--- config.mk ---
export PLATFORM = sky130hd
export DESIGN_NAME = rpfa_ctrl
export DESIGN_NICKNAME = d
export VERILOG_FILES = /design/src/hw/rtl/rpfa_pkg.sv /design/src/hw/rtl/rpfa_ctrl.sv
export SDC_FILE = /design/constraint.sdc
export NUM_CORES = 1
export LEC_CHECK = 0
export ABC_AREA = 1
export BUFFER_PORTS_ARGS = -buffer_cell sky130_fd_sc_hd__buf_2
export CORE_AREA = 5 5 42 44
export CTS_CLUSTER_SIZE = 10
export DETAILED_ROUTE_END_ITERATION = 10
export DIE_AREA = 0 0 47 49
export PLACE_DENSITY_LB_ADDON = 0.12
export SLEW_MARGIN = 20
export SYNTH_ARGS = -nofsm -noshare
export SYNTH_HDL_FRONTEND = slang
export SYNTH_SLANG_ARGS = --single-unit
--- constraint.sdc ---
create_clock -name aclk -period 1 [get_ports aclk]
set_input_delay 0.15 -clock aclk [delete_from_list [all_inputs] [get_ports aclk]]
set_output_delay 0.15 -clock aclk [all_outputs]
set_load 0.1 [all_outputs]
--- src/hw/rtl/rpfa_pkg.sv ---
// shared types and constants of the page frame allocator
package rpfa_pkg;

    localparam int unsigned COUNT_W    = 7;
    localparam int unsigned ROW_LANES  = 8;
    localparam int unsigned LANE_W     = 3;
    localparam int unsigned PAGES_W    = 13;
    localparam int unsigned CFG_ADDR_W = 3;
    localparam int unsigned DATA_W     = 32;

    localparam logic [PAGES_W-1:0] PAGES_RESET = 13'd4096;
    localparam logic               REG_PAGES_IN_USE = 1'b0;

    localparam logic [1:0] REQ_ALLOC   = 2'd0;
    localparam logic [1:0] REQ_RELEASE = 2'd1;
    localparam logic [1:0] REQ_SHARE   = 2'd2;
    localparam logic [1:0] REQ_RESERVE = 2'd3;

    localparam logic [1:0] STAT_DONE         = 2'd0;
    localparam logic [1:0] STAT_OUT_OF_PAGES = 2'd1;
    localparam logic [1:0] STAT_REJECTED     = 2'd2;
    localparam logic [1:0] STAT_IGNORED      = 2'd3;

    typedef enum logic [2:0] {
        ST_CLEAR,
        ST_IDLE,
        ST_CHECK,
        ST_MODIFY,
        ST_SCAN,
        ST_DELIVER
    } rpfa_state_t;

    typedef struct packed {
        logic clear;
        logic start;
        logic lookup;
        logic reject;
        logic modify;
        logic scan;
        logic deliver;
    } rpfa_cmd_t;

    typedef struct packed {
        logic clear_last;
        logic in_alloc;
        logic addr_ok;
        logic scan_hit;
        logic scan_miss;
        logic out_free;
    } rpfa_stat_t;

endpackage

--- src/hw/rtl/rpfa_ctrl.sv ---
// request sequencer of the page frame allocator
module rpfa_ctrl
    import rpfa_pkg::*;
(
    input  logic       aclk,
    input  logic       aresetn,
    input  logic       s_valid,
    output logic       s_ready,
    input  rpfa_stat_t stat,
    output rpfa_cmd_t  cmd
);

    rpfa_state_t state_reg;
    rpfa_state_t state_next;

    always_ff @(posedge aclk) begin
        if (!aresetn) begin
            state_reg <= ST_CLEAR;
        end else begin
            state_reg <= state_next;
        end
    end

    always_comb begin
        state_next = state_reg;
        cmd        = '0;
        s_ready    = 1'b0;
        case (state_reg)
            ST_CLEAR: begin
                cmd.clear = 1'b1;
                if (stat.clear_last) begin
                    state_next = ST_IDLE;
                end
            end
            ST_IDLE: begin
                s_ready = 1'b1;
                if (s_valid) begin
                    cmd.start  = 1'b1;
                    state_next = stat.in_alloc ? ST_SCAN : ST_CHECK;
                end
            end
            ST_CHECK: begin
                if (stat.addr_ok) begin
                    cmd.lookup = 1'b1;
                    state_next = ST_MODIFY;
                end else begin
                    cmd.reject = 1'b1;
                    state_next = ST_DELIVER;
                end
            end
            ST_MODIFY: begin
                cmd.modify = 1'b1;
                state_next = ST_DELIVER;
            end
            ST_SCAN: begin
                cmd.scan = 1'b1;
                if (stat.scan_hit || stat.scan_miss) begin
                    state_next = ST_DELIVER;
                end
            end
            ST_DELIVER: begin
                if (stat.out_free) begin
                    cmd.deliver = 1'b1;
                    state_next  = ST_IDLE;
                end
            end
            default: begin
                state_next = ST_IDLE;
            end
        endcase
    end

    a_one_cmd: assert property (@(posedge aclk) disable iff (!aresetn)
        $onehot0({cmd.clear, cmd.start, cmd.lookup, cmd.reject, cmd.modify,
                  cmd.scan, cmd.deliver}))
        else $error("more than one command at once");

    a_ready_not_in_clear: assert property (@(posedge aclk) disable iff (!aresetn)
        cmd.clear |-> !s_ready)
        else $error("item taken during clearing pass");

endmodule

=== After elaboration in Yosys (flattened, before gate mapping) ===
Index checks and enable logic that the tools add are counted.
W data, S select, Z words.

* Equal/unequal tests: 9
* Multiplexer cells: 18
* Reduce and logical (&&, ||, !) cells: 3

{| class="wikitable"
|+ Operators by type and width
! kind !! number
|-
| $mux W3 || 6
|-
| $pmux W3 S6 || 1
|-
| $mux W1 || 10
|-
| $ne A2 B2 Y1 const B || 4
|-
| $eq A3 B2 Y1 const B || 2
|-
| $eq A3 B3 Y1 const B || 2
|-
| $reduce_and A4 Y1 || 1
|-
| $eq A3 B1 Y1 const B || 1
|-
| $logic_not A3 Y1 || 1
|-
| $mux W2 || 1
|-
| $logic_or A1 B1 Y1 || 1
|}

* Register bits after elaboration: 3
* Output and inout bits: 8
* Logic and storage cells: 31

=== Logic depth before layout (Yosys ltp) ===
Gate-level depths: netlist of the first run.

* Depth after elaboration: 3
* Gate-level depth with buffers: 7
* Mapped depth without buffers: 7

=== Worst setup path before layout of the first run ===
No wires, ideal clock.

* Path type: register -> output
* Start: reg state_reg[2]
* End: out cmd[6] (netlist name)
* Arrival time: 2432 ps
* Data required time: 850 ps
* Path slack: -1582 ps
* Cell stages (with the launch flop): 2
* Cells stage by stage: dfxtp_1 nor3_1

{| class="wikitable"
|+ RTL lines
! element !! line !! RTL
|-
| start, declared || rpfa_ctrl.sv:13 || <nowiki>rpfa_state_t state_reg;</nowiki>
|-
| start signal, assigned || rpfa_ctrl.sv:20 || <nowiki>state_reg <= state_next;</nowiki>
|-
| end, declared || rpfa_ctrl.sv:10 || <nowiki>output rpfa_cmd_t cmd</nowiki>
|}

==> metrics.md, run 1 <==
| Metric | Value |
|---|---|
| Failing checks | setup timing |
| Hold bufs inserted after CTS | 0 |
| Gr usage total | under 10% |
| IO buf count | 16 |
| Worst IR Drop VDD | 0.6995 mV |
| Met2 wire len | between 400 and 500 um |
| I/O pin count | 17 |
| Vias post-DR | between 300 and 400 |
| Tightest Pin Transition | approximately 180 ps |
| Synth area leader | dfxtp_1 |
| Initial core utilization | between 10% and 20% |
| Share of Yosys cell area claimed by the top area cell type | about 22% |
| Die area | roughly 0.0023 mm^2 |
| Slew Limit Headroom | 87.81% |
| Post-synthesis cell count | 46 |
| Clock Skew | approximately 1.5 ps |
| DP Worst Slack | -115.1 ps |
| Layout cell share with drive strength beyond 1 | approximately 70% |
| Crit-path most repeated cell | nor2_4 |
| Final Hold Fails | 0 |
| Ys flop type | dfxtp_1 |
| Metal3 WL | approximately 74 um |
| Fill cell count | 142 |
| Post-Route WL | around 840 um |
| Min cycle time layout | 1318 ps |
| TritonCTS clock tree | yes |
| Placed cell areas | 609.3 um^2 |
| First-pass GRT wire length | ~1.7 mm |
| Unrepaired setup endpoints after global routing | yes |
| DRC Markers | 0 |
| Setup TNS | -2316 ps |
| Final-stage net count | between 80 and 90 |
| Synthesized Nets | between 50 and 60 |
| Die width | ~47 um |
| DR pass1 iterations | 2 |
| Mapped cell area | approximately 270 um^2 |
| Layout area overhead | 160.5% |
| Max reg flops | 3 |
| Top Layer Used | met3 |
| Core area | approximately 0.0014 mm^2 |
| Startpoint types | flip-flop |
| Post-synthesis mux area share | 0% |
| Post-synthesis compound-gate area fraction | a little over 5% |
| Clk sink count | 3 |
| Post-synth EDFFs | 0 |
| Max cap viols | 0 |
| Final slew viol count | 0 |
| Die height | between 40 and 50 um |
| Setup Viol. Count Final | 10 |
| Fraction of registers with async set/reset | 0% |
| Clock Path Buffers | 2 |
| Clk Latency, worst-skew pair | ~230 ps |
| Initial DRC count | 3 |
| Flops & latches, synth | 3 |
| Power Density | approximately 1300 mW/mm^2 |
| Rows | 14 |
| Clock root buffer | clkbuf_4 |
| Vias per cell | slightly above 4 |
| Gpl congestion | between 0.7 and 0.8 |
| Sequential-to-total area share from yosys stat | 22.33% |
| Synth Area in Simple Gates | 54.42% |
| ANT cells | 0 |
| Clock-pin slew on the worst setup and hold paths | 40 ps |
| Initial antenna violation count | 0 |
| Hold WC Path Type | in2reg |
| Dpl hpwl | 695.2 um |
| LEAKAGE | between 0.3 and 0.4 nW |
| Worst-path cell chain | inv_4 > nor2_4 > nand2_4 > nor2_4 > buf_12 |
| Req. time, crit path | between 800 and 900 ps |
| WL per Instance | 9.065 um |
| Critical path's largest stage delay | 370 ps |
| Adder-cell share of the synthesized area | 0% |
| CP Buf/Inv Count | 2 |
| Crit Path Class | reg2out |
| Post-Synth XOR/XNOR Area | 0% |
| Vias in the first global route | roughly 390 |
| CP Max Fanout | 4 |
| Largest family of logic cells by synthesized area | simple AND/OR/NAND/NOR gates |
| Avg Inst Size Synth | between 5 and 6 um^2 |
| Crit path max-delay family | flip-flops |
| Status | finished, violations left |
| Final design area excluding fillers | 700.7 um^2 |
| GRT overflow | 0 |
| Slowest CP cell | dfxtp_4 |
| H-tree depth | 1 |
| Critical path endpoint category | output port |
| Worst Path Arrival | 1170 ps |
| Worst setup margin | -318.0 ps |
| Total CTS buffers | 3 |
| Crit share post-route | 131.8% |
| DRT antenna net count | 0 |
| Fmax | between 0.7 and 0.8 GHz |
| Largest cells by area after synthesis | dfxtp_1 (22%), inv_1 (15%), nand3_1 (9.3%), nor2_2 (9.3%), nand2_1 (8.4%) |
| Most frequent cell after synthesis | inv_1 |
| Synth warnings | 0 |
| Post-synth top cells | inv_1 (11), nand2_1 (6), nand3_1 (5), nor2_1 (5), nor2_2 (4) |
| Wl on met1 | 340 um |
| Largest net degree at the start of global routing | 7 |
| Synth cell types | 14 |
[worst reg2reg max path: stages (launching register included)]
cell     delay [ps]
dfxtp_4         370
inv_4            50
nor2_4          130
buf_4           140
nand3_1          60
nand3_1          90
nand2_1          70
a21oi_2         100
[per-layer routing]
metal	vias to the layer above	GRT usage, %
met5	-	0
met4	0	6.912
met3	0	2.952
met2	11	13.80
met1	160	12.69
li1	204	-
[cell families after synthesis]
family / Yosys count
DFF: 3
and+or+nand+nor: 28
AOI/OAI and AO/OA: 2
buffers and inverters: 13
[final cells by class]
class / instances / area, um^2 / area share [%]
timing repair buffer: 27 / 290.3 / 41.43
multi-input combinational: 30 / 221.5 / 31.61
sequential: 3 / 71.32 / 10.18
inverter: 13 / 71.32 / 10.18
clock buffer: 4 / 26.28 / 3.750
tap: 16 / 20.02 / 2.857
[final timing paths]
kind	start	endpoint	slack, ps	cells after the start
setup / recovery	state_reg[0]$_SDFFE_PN0P_	cmd[5]	-320	5
hold reg to reg	state_reg[2]$_SDFFE_PN0P_	state_reg[0]$_SDFFE_PN0P_	710	4
setup reg to reg	state_reg[0]$_SDFFE_PN0P_	state_reg[2]$_SDFFE_PN0P_	-80	7
hold / removal	aresetn	state_reg[1]$_SDFFE_PN0P_	170	3
[timing repair]
| item | 4_1_cts | 5_1_grt |
|---|---|---|
| hold endpoints to repair | 0 | 0 |
| endpoints found under the setup margin | 10 | 11 |
| setup buffers | 5 | 0 |
| pin swaps | 8 | 3 |
| gates resized for setup | 7 | 0 |
[metrics by stage]
| stage | std cells | hold WS, ps | util (%) | power (mW) |
|---|---|---|---|---|
| after floorplan | 46 | 298.3 | - | 0.4771 |
| after global placement | 84 | 413.6 | 43.48 | 0.6580 |
| after detailed placement | 84 | 413.2 | 43.48 | 0.6575 |
| after CTS | 93 | 171.8 | 50.00 | 0.9147 |
| after global routing | 93 | 168.2 | 50.00 | 0.9787 |
| final | 93 | 173.6 | 50.00 | 0.8999 |
[power by group]
group / switching [mW] / internal, mW / leakage (nW) / total, mW
logic: 0.325 / 0.212 / 0.264 / 0.537
clock network: 0.0609 / 0.149 / 0.0150 / 0.210
registers: 0.0203 / 0.132 / 0.0267 / 0.152
[cell usage in the layout, fill, tap and decap left out]
master      n
nand4_1     2
buf_2       8
nand2_2     3
nor2_2      2
clkbuf_4    3
inv_6       1
nand3_2     2
a21oi_2     1
buf_12      8
and2_1      1
nor3_1      1
o21ai_1     1
nand2_4     1
clkbuf_1    1
nor2_1      3
nor2_4      4
inv_4       1
nand2_1     3
buf_6       2
inv_1       7
dfxtp_4     3
nand3_1     4
nor3_4      1
clkinvlp_4  4
buf_4       9
nand3_4     1
(Power assumes the default switching activity.)
==> run 2: changes to the inputs <==
- BUFFER_PORTS_ARGS: -buffer_cell sky130_fd_sc_hd__buf_2 -> unset
- DONT_BUFFER_PORTS: unset -> 1
- PLACE_DENSITY: unset -> 0.34
- PLACE_DENSITY_LB_ADDON: 0.12 -> unset
==> metrics.md, run 2 (synthesis results as in run 1) <==
| Metric | Value |
|---|---|
| Clock Path Buffers | 2 (unchanged) |
| First-pass GRT wire length | 1.414 mm (-16%) |
| Min cycle time layout | 1314 ps (-3.988 ps) |
| Post-Route WL | 827 um (-1.9%) |
| Req. time, crit path | 850 ps (about the same) |
| Die area | 0.002303 mm^2 (unchanged) |
| Psw | 0.4047 mW (-0.36%) |
| Critical path endpoint category | output port |
| Final-stage net count | 77 (-11%) |
| Comb pwr share | 58.0% (-1.7 points) |
| Crit-path most repeated cell | nor2_4 |
| Fmax | 0.7610 GHz (+0.30%) |
| Worst setup margin | -314.1 ps (+3.988 ps) |
| Layout area overhead | 140.0% |
| H-tree depth | 1 (unchanged) |
| Most frequent cells in the layout | buf_12 (8), inv_1 (7), buf_4 (7) |
| Status | finished, violations left |
| DRT antenna net count | 0 (unchanged) |
| Largest net degree at the start of global routing | 8 (+1) |
| Worst-path cell chain | inv_4 > nor2_4 > nand2_4 > nor2_4 > buf_12 |
| Clk sink count | 3 (unchanged) |
| Vias post-DR | 348 (-7.2%) |
| Unrepaired setup endpoints after global routing | yes |
| DP Cell Count | 75 (-11%) |
| TritonCTS clock tree | yes |
| Critical path's largest stage delay | 360 ps (about the same) |
| Power Density | 1369 mW/mm^2 (+6.6%) |
| ANT cells | 0 (unchanged) |
| Leading cell type in the layout, fill and taps excluded | buf_12 |
| Max reg flops | 3 (unchanged) |
| Worst Path Arrival | 1160 ps (about the same) |
| CP Max Fanout | 4 (unchanged) |
| Placed cell areas | 561.8 um^2 (-7.8%) |
| Cell-internal power | 0.4790 mW (-3.0%) |
| Slowest CP cell | dfxtp_4 |
| Failing checks | setup timing |
| Slew Limit Headroom | 88.56% (+0.75 points) |
| Max cap viols | 0 (unchanged) |
| Gpl congestion | 0.7108 (-1.5%) |
| Crit Path Class | reg2out |
| Rows | 14 (unchanged) |
| Worst IR Drop VDD | 0.6896 mV (-1.4%) |
| Total CTS buffers | 3 (unchanged) |
| Fill cell count | 156 (+9.9%) |
| Initial core utilization | 19.20% (unchanged) |
| Initial DRC count | 1 (-2) |
| Startpoint types | flip-flop |
| Layout cell share with drive strength beyond 1 | 67.16% (-3.0 points) |
| Final std cells w/o fill | 83 (-11%) |
| Crit share post-route | 131.4% (-0.40 points) |
| Final slew viol count | 0 (unchanged) |
| IO buf count | 0 (-16) |
| Vias in the first global route | 382 (-1.5%) |
| Final Hold Fails | 0 (unchanged) |
| Clock-pin slew on the worst setup and hold paths | 40 ps (about the same) |
| Flop pwr share | 17.5% (+0.6 points) |
| Clock root buffer | clkbuf_4 |
| Tightest Pin Transition | 171.1 ps (-11.16 ps) |
| Die width | 47 um (unchanged) |
| Core area | 0.001401 mm^2 (unchanged) |
| Vias per cell | 4.193 (+4.0%) |
| FF-to-FF path depth | 8 (+1) |
| Sw Ratio | 45.79% (+0.66 points) |
| DR pass1 iterations | 4 (+2) |
| Die height | 49 um (unchanged) |
| Hold slack | 74.28 ps (-99.32 ps) |
| DRC Markers | 0 (unchanged) |
| Gr usage total | 8.509% (-1.5 points) |
| I/O pin count | 17 (unchanged) |
| Initial antenna violation count | 0 (unchanged) |
| WL per Instance | 9.964 um (+9.9%) |
| Hold Crit Depth | 2 (-1) |
| LEAKAGE | 0.2655 nW (-13%) |
| Dpl hpwl | 678.3 um (-2.4%) |
| Clock share of power | 24.4% (+1.0 points) |
| GRT overflow | 0 (unchanged) |
| Setup Viol. Count Final | 11 (+1) |
| Hold bufs inserted after CTS | 0 (unchanged) |
| Clk Latency, worst-skew pair | 240 ps (about the same) |
| Clock Skew | 5.525 ps (+4.058 ps) |
| Setup TNS | -2429 ps (-113.6 ps) |
| Hold WC Path Type | in2reg |
| Final design area excluding fillers | 645.6 um^2 (-7.9%) |
==> run 2: cell type report <==
type                       count  area, um^2  area share [%]
timing repair buffer          17       235.2           36.43
multi-input combinational     30       221.5           34.30
sequential                     3       71.32           11.05
inverter                      13       71.32           11.05
clock buffer                   4       26.28           4.070
tap                           16       20.02           3.101
==> run 2: timing repair <==
item | in CTS | in global routing
buffers inserted | 4 | 1
endpoints found under the setup margin | 10 | 11
pin swaps | 10 | 2
gates resized for setup | 6 | 2
==> run 2: metrics by stage <==
step | util (%) | power (mW) | worst slack (ps)
finish | 46.07 | 0.8837 | -314.1
detailed placement | 40.09 | 0.6402 | -119.1
floorplan | - | 0.4771 | -363.4
CTS | 45.00 | 0.8845 | -323.8
global placement | 40.09 | 0.6389 | -110.0
global route | 46.07 | 0.9404 | -390.4
==> run 2: power by group through the flow <==
| stage | Clock (mW) | Combinational [mW] | Sequential (mW) |
|---|---|---|---|
| after floorplan | 0 | 0.319 | 0.158 |
| after global placement | 0 | 0.486 | 0.153 |
| after detailed placement | 0 | 0.487 | 0.153 |
| after CTS | 0.225 | 0.505 | 0.155 |
| after global routing | 0.242 | 0.540 | 0.158 |
| final | 0.216 | 0.513 | 0.155 |
==> run 2: final timing paths <==
check                       startpoint                   endpoint  slack (ps)
max          state_reg[0]$_SDFFE_PN0P_                     cmd[5]        -310
min                            aresetn  state_reg[2]$_SDFFE_PN0P_          70
max reg2reg  state_reg[0]$_SDFFE_PN0P_  state_reg[2]$_SDFFE_PN0P_         -90
min reg2reg  state_reg[2]$_SDFFE_PN0P_  state_reg[0]$_SDFFE_PN0P_         770
==> run 2: worst max-delay path: cells and delay by family (launching register included) <==
family / cells / cell delay, ps
and+or+nand+nor: 3 / 340
DFF: 1 / 360
buffers and inverters: 2 / 220
==> run 2: per-layer routing <==
metal / vias up / part of all wire [%] / global-route usage, %
li1: 184 / - / -
met1: 144 / 41 / 10.28
met2: 17 / 45 / 11.54
met3: 3 / 11 / 1.845
met4: 0 / 2.8 / 8.295
met5: - / 0 / 0
